$ cat src/rtl/core/ces_pkg.sv
`timescale 1ns / 1ps
`default_nettype none
// ----------------------------------------------------------------------------
// ces_pkg
// shared constants, command/status types and clamp helpers
// ----------------------------------------------------------------------------
package ces_pkg;

    localparam int MAX_ROWS     = 1024;
    localparam int MAX_FEATURES = 16;
    localparam int MAX_SELECT   = 64;
    localparam int SCORE_BITS   = 32;

    localparam int ROW_W   = $clog2(MAX_ROWS);                // 10
    localparam int ROWS_W  = ROW_W + 1;                       // 11
    localparam int FEAT_W  = $clog2(MAX_FEATURES);            // 4
    localparam int FEATS_W = FEAT_W + 1;                      // 5
    localparam int RANK_W  = $clog2(MAX_SELECT);              // 6
    localparam int SEL_W   = RANK_W + 1;                      // 7
    localparam int ADDR_W  = ROW_W + FEAT_W;                  // 14
    localparam int TOT_W   = ADDR_W + 1;                      // 15
    localparam int CFG_W   = 11;
    localparam int CFG_IDX_W = 2;

    localparam logic [CFG_IDX_W-1:0] REG_ROWS     = 2'd0;
    localparam logic [CFG_IDX_W-1:0] REG_FEATURES = 2'd1;
    localparam logic [CFG_IDX_W-1:0] REG_BUDGET   = 2'd2;

    typedef logic signed [SCORE_BITS-1:0] t_score;

    typedef struct packed {
        logic clr_step;
        logic load_en;
        logic div_step;
        logic qfix;
        logic adv_phase;
        logic scan_start;
        logic scan_step;
        logic pick;
        logic undo_start;
        logic undo_step;
    } t_dp_cmd;

    typedef struct packed {
        logic clr_last;
        logic last_acc;
        logic div_done;
        logic sel_done;
        logic phase_full;
        logic scan_done;
        logic out_busy;
        logic undo_done;
    } t_dp_stat;

    function automatic logic [ROWS_W-1:0] clamp_rows(input logic [CFG_W-1:0] v);
        logic [ROWS_W-1:0] r;
        if (v == '0) r = ROWS_W'(1);
        else if (v > CFG_W'(MAX_ROWS)) r = ROWS_W'(MAX_ROWS);
        else r = v[ROWS_W-1:0];
        return r;
    endfunction

    function automatic logic [FEATS_W-1:0] clamp_feats(input logic [FEATS_W-1:0] v);
        logic [FEATS_W-1:0] r;
        if (v == '0) r = FEATS_W'(1);
        else if (v > FEATS_W'(MAX_FEATURES)) r = FEATS_W'(MAX_FEATURES);
        else r = v;
        return r;
    endfunction

endpackage
`default_nettype wire

$ cat src/rtl/core/ces_ctrl.sv
`timescale 1ns / 1ps
`default_nettype none
// ----------------------------------------------------------------------------
// ces_ctrl
// sequencer for mask clearing, loading, quota setup, picks and mask undo
// ----------------------------------------------------------------------------
module ces_ctrl (
    input  wire                  i_clk,
    input  wire                  i_rst_n,
    input  ces_pkg::t_dp_stat    i_stat,
    output ces_pkg::t_dp_cmd     o_cmd
);
    import ces_pkg::*;

    typedef enum logic [2:0] {
        S_CLEAR, S_LOAD, S_DIV, S_QFIX, S_NEXT, S_SCAN, S_PICK, S_UNDO
    } t_state;

    t_state r_state, n_state;
    t_dp_cmd cmd;

    always_comb begin
        cmd     = '0;
        n_state = r_state;
        unique case (r_state)
            S_CLEAR: begin
                cmd.clr_step = 1'b1;
                if (i_stat.clr_last) n_state = S_LOAD;
            end
            S_LOAD: begin
                cmd.load_en = 1'b1;
                if (i_stat.last_acc) n_state = S_DIV;
            end
            S_DIV: begin
                if (i_stat.div_done) n_state = S_QFIX;
                else cmd.div_step = 1'b1;
            end
            S_QFIX: begin
                cmd.qfix = 1'b1;
                n_state  = S_NEXT;
            end
            S_NEXT: begin
                if (i_stat.sel_done) begin
                    cmd.undo_start = 1'b1;
                    n_state        = S_UNDO;
                end else if (i_stat.phase_full) begin
                    cmd.adv_phase = 1'b1;
                end else begin
                    cmd.scan_start = 1'b1;
                    n_state        = S_SCAN;
                end
            end
            S_SCAN: begin
                cmd.scan_step = 1'b1;
                if (i_stat.scan_done) n_state = S_PICK;
            end
            S_PICK: begin
                if (!i_stat.out_busy) begin
                    cmd.pick = 1'b1;
                    n_state  = S_NEXT;
                end
            end
            S_UNDO: begin
                cmd.undo_step = 1'b1;
                if (i_stat.undo_done) n_state = S_LOAD;
            end
            default: n_state = S_CLEAR;
        endcase
    end

    assign o_cmd = cmd;

    always_ff @(posedge i_clk) begin
        if (!i_rst_n) begin
            r_state <= S_CLEAR;
        end else begin
            r_state <= n_state;
        end
    end

endmodule
`default_nettype wire

$ cat config.mk
export PLATFORM = sky130hd
export DESIGN_NAME = ces_ctrl
export DESIGN_NICKNAME = d
export VERILOG_FILES = /design/src/rtl/core/ces_pkg.sv /design/src/rtl/core/ces_ctrl.sv
export SDC_FILE = /design/constraint.sdc
export NUM_CORES = 1
export LEC_CHECK = 0
export BUFFER_PORTS_ARGS = -buffer_cell sky130_fd_sc_hd__buf_2
export CAP_MARGIN = 5
export CORE_AREA = 2 2 39 41
export DETAILED_ROUTE_END_ITERATION = 12
export DIE_AREA = 0 0 41 43
export HOLD_SLACK_MARGIN = 0.03
export PLACE_DENSITY_LB_ADDON = 0.05
export RECOVER_POWER = 100
export SLEW_MARGIN = 20
export SYNTH_ARGS = -nofsm -noshare
export SYNTH_HDL_FRONTEND = slang
export SYNTH_SLANG_ARGS = --single-unit
$ cat constraint.sdc
create_clock -name i_clk -period 1.8 [get_ports i_clk]
set_input_delay 0.36 -clock i_clk [delete_from_list [all_inputs] [get_ports i_clk]]
set_output_delay 0.36 -clock i_clk [all_outputs]
set_load 0.05 [all_outputs]
Word-level counts from Yosys, hierarchy flattened

Index checks and enable logic that the tools add are counted.

Equal/unequal tests: 14
Reductions and logical operators: 2
Mux-type cells: 24

Operators by type and width:

| cell               | count |
|---|---|
| $mux 3             | 8 |
| $pmux 3 s8         | 1 |
| $mux 1             | 13 |
| $eq 3x3->1 const B | 4 |
| $ne 2x2->1 const B | 6 |
| $reduce_and 7->1   | 1 |
| $eq 3x2->1 const B | 2 |
| $mux 2             | 2 |
| $eq 3x1->1 const B | 1 |
| $logic_not 3->1    | 1 |
| $ne 3x3->1 const B | 1 |

Word-level logic and storage cells: 41
Register bits: 3
Output and inout port bits: 10

Logic depth before layout (Yosys ltp)

Gate-level depths: netlist of run 1.

Word-level depth: 3
Depth in mapped cells: 5
Gate-level depth less buffers: 4

Worst setup path after synthesis of run 1

OpenSTA, ideal clock, no wires.

Kind: register -> output
Start point: reg r_state[0]
End point: out o_cmd[7] (netlist bit)
Slack: -0.667 ns
Cell stages (with the launch flop): 4
Path buffers: 2
Arrival: 2.107 ns
Cells stage by stage: dfxtp_1 > buf_2 > buf_6 > nor4_1

RTL lines:

| what                   | RTL line       | RTL |
|---|---|---|
| start, declared        | ces_ctrl.sv:19 | `t_state r_state, n_state;` |
| start signal, assigned | ces_ctrl.sv:77 | `r_state <= n_state;` |
| end, declared          | ces_ctrl.sv:11 | `output ces_pkg::t_dp_cmd o_cmd` |

==> results of run 1 <==
==> report_power, final <==
part	leakage, nW	switching, mW	internal [mW]
logic	0.178	0.288	0.153
clock network	0.0150	0.0352	0.0831
registers	0.0252	0.0519	0.0912
total	0.218	0.375	0.327
==> worst max-delay path, stage by stage, from the launching register on <==
cell      delay, ns
dfxtp_1        0.42
nor2_1         0.16
nand2_1        0.11
nor3b_2        0.18
clkbuf_4       0.24
==> how the worst max path moves through the flow <==
stage,from,endpoint,slack [ns],cells after the start
finish,r_state[0]$_SDFFE_PN0P_,o_cmd[5],0.09,4
global route,r_state[0]$_SDFFE_PN0P_,o_cmd[5],0.009,4
CTS,r_state[0]$_SDFFE_PN0P_,o_cmd[5],0.05,4
detailed placement,r_state[0]$_SDFFE_PN0P_,o_cmd[5],0.31,4
global placement,r_state[0]$_SDFFE_PN0P_,o_cmd[5],0.28,4
floorplan,r_state[0]$_SDFFE_PN0P_,o_cmd[7],-0.1,3
==> cells in the final DEF (no fill, tap or decap), drive strengths merged, types with 2 or more instances in the layout <==
master / Yosys / layout
and3: 3 / 3
nand2: 4 / 4
nor2b: 2 / 2
nor3: 2 / 2
mux2i: 2 / 2
nor3b: 3 / 3
clkbuf: 1 / 13
dfxtp: 3 / 3
buf: 4 / 13
nor4: 2 / 2
nor2: 3 / 3
a21oi: 3 / 3
==> metal layers <==
| layer | global-route usage | part of all wire | vias up |
|---|---|---|---|
| met5 | 0 | 0 | - |
| met4 | 0.0400 | 0 | 0 |
| met3 | 0.0419 | 0.061 | 0 |
| met2 | 0.131 | 0.46 | 10 |
| met1 | 0.167 | 0.48 | 169 |
| li1 | - | - | 193 |
==> area by class of cell <==
| cell class | count | area (um^2) |
|---|---|---|
| flip-flops and latches | 3 | 61.3 |
| fillers | 162 | 921 |
| repair buffers | 22 | 120 |
| multi-input cells | 33 | 231 |
| well taps | 16 | 20.0 |
| clock buffers | 4 | 26.3 |
| inverters | 1 | 3.75 |
==> logic make-up after synthesis <==
kind of cell    count (synthesis)  share of synthesized area
compound gates                  7                      0.135
buf+inv                         6                      0.122
flops                           3                      0.203
mux                             2                     0.0675
simple gates                   24                      0.473
==> impl_metrics.json, run 1 <==
{
  "synth_edf_count": 0,
  "clock_latency_ns": 0.23,
  "drv_slew": 0,
  "vias_per_cell": 4.71,
  "worst_slack_ns": 0.0867,
  "cts_tree": "built",
  "max-clock-path-buffers": 2,
  "area_growth_pct": 56.1,
  "syn_area_per_cell_um2": 7.06,
  "drc": 0,
  "fin_crit_sh": 0.952,
  "die_y_um": 43,
  "grt_pass1_wl_um": 1340,
  "cts_sinks": 3,
  "coreArea_mm2": 0.00138,
  "io_buffer_count": 19,
  "outcome": "completed",
  "rows": 14,
  "finalHoldViolCount": 0,
  "rsz0062_at_grt": "false",
  "registers.top_by_ff_count": "r_state",
  "grt-ovfl-total": 0,
  "final_cells": 79,
  "synth_cell_types": 24,
  "reg2reg_setup_slack_ns": 0.47,
  "gp_congestion": 0.620,
  "async_reset_ff_frac": 0,
  "rr_worst_depth": 5,
  "min_to": "r_state[1]$_SDFFE_PN0P_",
  "largestRegisters": "r_state x3",
  "fin_crit_ns": 1.71,
  "antenna_found_initial": 0,
  "min_from": "i_rst_n",
  "grt_start_max_net_pins": 13,
  "syn-cell-area_um2": 297,
  "ir_worst_vdd_mv": 0.610,
  "tightest_slew_ns": 0.411,
  "cp-start-kind": "flip-flop",
  "first_pass_iters": 4,
  "ys_seq_elements": 3,
  "postPlaceCellArea_um2": 433,
  "end_kind": "output pin",
  "cts_setup_buffers": 0,
  "synth_warnings": 0,
  "critPathKind": "reg2out",
  "synth_cells": 42,
  "synth.top_cell.area_share": 0.203,
  "setup-violations-final": 0,
  "leakagePower_nw": 0.218,
  "timing.hold.ws_ns": 0.388,
  "initial_core_util": 0.214,
  "finalWirelength_um": 875,
  "synth.most_common_cell": "nand2_1",
  "chipWidth_um": 41,
  "pre_cts_ws_ns": 0.310,
  "diodes": 0,
  "synth_top_cells_by_area": "dfxtp_1 20%, nor3b_1 7.6%, mux2i_1 6.8%",
  "p_total_mw": 0.702,
  "fin_util": 0.335,
  "dp_hpwl_um": 689,
  "first_global_vias": 288,
  "setup_tns_ns": 0,
  "hold_buffers": 0,
  "seq_area_frac_synth": 0.203,
  "critPathMaxFanout": 12,
  "worstPathRequired_ns": 1.44,
  "hp-class": "in2reg",
  "drtAntennaViolNets": 0,
  "synth_top_flop_cell": "dfxtp_1",
  "cts_made_buffers": 3,
  "hold_path_depth": 2,
  "drive_gt1_frac": 0.508,
  "r2r-start": "r_state[2]$_SDFFE_PN0P_",
  "die-area_mm2": 0.00176,
  "fin_skew_ns": 0.00209,
  "dp_cells": 75,
  "h-tree-depth": 1,
  "max_slew_margin": 0.725,
  "largest_reg_flops": 3,
  "clkTransAtPathRegs_ns": 0.04,
  "grt_usage": 0.108,
  "drt_iter0_markers": 14,
  "cts_resized": 0,
  "powerDensity_mw_per_mm2": 1520,
  "num_io_pins": 20,
  "maxCapViolations": 0,
  "final_net_count": 74,
  "synth_top_area_cell": "dfxtp_1",
  "finish.instance_area_um2": 463,
  "reg2reg_to": "r_state[0]$_SDFFE_PN0P_",
  "syn-num-nets": 52,
  "vias": 372,
  "crit_arrival_ns": 1.35,
  "drt-wirelength-per-cell_um": 11.1,
  "fmax_mhz": 584,
  "cts-root-buf": "clkbuf_4"
}
No activity file was read; power rests on OpenSTA's default activity.
==> inputs of run 2 (changes only) <==
--- a/config.mk
+++ b/config.mk
@@ -10,7 +10,7 @@
 export CORE_AREA = 2 2 39 41
 export DETAILED_ROUTE_END_ITERATION = 12
 export DIE_AREA = 0 0 41 43
-export HOLD_SLACK_MARGIN = 0.03
+export HOLD_SLACK_MARGIN = 0.1
 export PLACE_DENSITY_LB_ADDON = 0.05
 export RECOVER_POWER = 100
 export SLEW_MARGIN = 20
==> constraint.sdc (replaced) <==
create_clock -name i_clk -period 1.5 [get_ports i_clk]
set_input_delay 0.3 -clock i_clk [delete_from_list [all_inputs] [get_ports i_clk]]
set_output_delay 0.3 -clock i_clk [all_outputs]
set_load 0.05 [all_outputs]
==> run 2 against run 1 <==
- largest power group unchanged
- setup slack lost 0.047 ns
- wire length grew 2.9%
- global-route usage grew 0.59 points
- first-iteration DRC count shrank 50%
- non-clock buffer count grew 5
- via count grew 8.1%
- clock-buffer cell count is the same
- sequential cell count is the same
- register-to-register slack lost 0.23 ns
- cell area grew 29%
==> impl_metrics.json, run 2 (same netlist as run 1, synthesis figures left out) <==
{
  "outcome": "completed",
  "cts_made_buffers": 3,
  "reg2reg_setup_slack_ns": 0.24,
  "fmax_mhz": 685,
  "cts_tree": "built",
  "setup-violations-final": 0,
  "rows": 14,
  "p_total_mw": 1.03,
  "drive_gt1_frac": 0.647,
  "rr_worst_depth": 5,
  "drt-wirelength-per-cell_um": 10.7,
  "h-tree-depth": 1,
  "final_common_cell": "buf_2",
  "final_net_count": 79,
  "reg2reg_to": "r_state[0]$_SDFFE_PN0P_",
  "vias_per_cell": 4.79,
  "clock_latency_ns": 0.23,
  "finish.instance_area_um2": 598,
  "leakagePower_nw": 0.277,
  "pre_cts_ws_ns": 0.0616,
  "gp_congestion": 0.670,
  "initial_core_util": 0.214,
  "chipWidth_um": 41,
  "antenna_found_initial": 0,
  "cp-start-kind": "flip-flop",
  "drc": 0,
  "worstPathRequired_ns": 1.20,
  "area_growth_pct": 102,
  "worst_slack_ns": 0.0399,
  "largest_reg_flops": 3,
  "vias": 402,
  "grt_start_max_net_pins": 11,
  "min_from": "i_rst_n",
  "die_y_um": 43,
  "registers.top_by_ff_count": "r_state",
  "cts-root-buf": "clkbuf_4",
  "coreArea_mm2": 0.00138,
  "ir_worst_vdd_mv": 0.606,
  "grt_pass1_wl_um": 1370,
  "largestRegisters": "r_state x3",
  "maxCapViolations": 0,
  "hold_path_depth": 2,
  "drv_slew": 0,
  "n_fill_cell": 154,
  "min_to": "r_state[1]$_SDFFE_PN0P_",
  "powerDensity_mw_per_mm2": 1720,
  "finalWirelength_um": 900,
  "io_buffer_count": 19,
  "drt_iter0_markers": 7,
  "critPathKind": "reg2out",
  "first_global_vias": 350,
  "crit_arrival_ns": 1.16,
  "clkTransAtPathRegs_ns": 0.04,
  "fin_crit_sh": 0.973,
  "drtAntennaViolNets": 0,
  "first_pass_iters": 2,
  "timing.hold.ws_ns": 0.324,
  "diodes": 0,
  "grt-ovfl-total": 0,
  "end_kind": "output pin",
  "fin_util": 0.432,
  "final_cell_mix": "12 x buf_2, 8 x buf_4, 5 x clkbuf_4, 5 x buf_6",
  "die-area_mm2": 0.00176,
  "cts_sinks": 3,
  "postPlaceCellArea_um2": 507,
  "r2r-start": "r_state[1]$_SDFFE_PN0P_",
  "dp_hpwl_um": 663,
  "worstSetupStartpoint": "r_state[2]$_SDFFE_PN0P_",
  "fin_crit_ns": 1.46,
  "num_io_pins": 20,
  "max-clock-path-buffers": 2,
  "tightest_slew_ns": 0.226,
  "grt_usage": 0.114,
  "finalHoldViolCount": 0,
  "hp-class": "in2reg",
  "max_slew_margin": 0.845,
  "hold_buffers": 0,
  "critPathMaxFanout": 5,
  "fin_skew_ns": 0.00337
}
-- run 2: cell types whose count changed in the layout (fill, tap and decap cells not counted), moves of 2 or more --
cell	delta
buf_2	+2
buf_4	+5
buf_6	+5
clkbuf_2	-8
dfxtp_1	-2
dfxtp_4	+3
nor2_1	-2
nor3b_2	-3
nor3b_4	+3
-- run 2: worst max-delay path, cell delays in order (launching register included) --
cell	delay [ns]
dfxtp_4	0.35
buf_2	0.16
nor4_4	0.22
buf_6	0.19
-- run 2: repair_timing --
item	in CTS	in global routing
pin swaps	1	1
gates resized for setup	16	6
cloned	1	0
buffers inserted	1	0
hold endpoints to repair	0	0
setup endpoints to repair	10	6
-- run 2: per-stage QoR --
step	setup TNS (ns)	instances
2_1_floorplan	-0.0547	42
3_3_place_gp	0	78
3_5_place_dp	0	78
4_1_cts	0	84
5_1_grt	-0.000808	84
6_report	0	84
-- run 2: per-layer routing --
metal  global-route usage  vias up  wire length, um
met5                    0        -                0
met2                0.163       14              466
met3               0.0157        0               38
met1                0.150      180              396
met4               0.0800        0                0
li1                     -      208                -
-- run 2: worst max path at each step --
stage,end,slack (ns),cells past startpoint
floorplan,o_cmd[5],-0.03,5
global placement,o_cmd[7],0.06,3
detailed placement,o_cmd[7],0.06,3
CTS,o_cmd[8],0.005,3
global route,o_cmd[7],-0.0008,3
finish,o_cmd[7],0.04,3
-- run 2: final cells by class --
type	instances	area [um^2]	share of cell area
flip-flops and latches	3	71.3	0.119
clock buffers	4	26.3	0.0439
repair buffers	27	191	0.320
well taps	16	20.0	0.0335
multi-input cells	33	285	0.477
inverters	1	3.75	0.00628
-- run 2: report_power, final --
group / switching, mW / internal (mW) / total [mW]
clock: 0.0441 / 0.0998 / 0.144
sequential: 0.0607 / 0.124 / 0.185
combinational: 0.408 / 0.295 / 0.703
total: 0.513 / 0.519 / 1.03
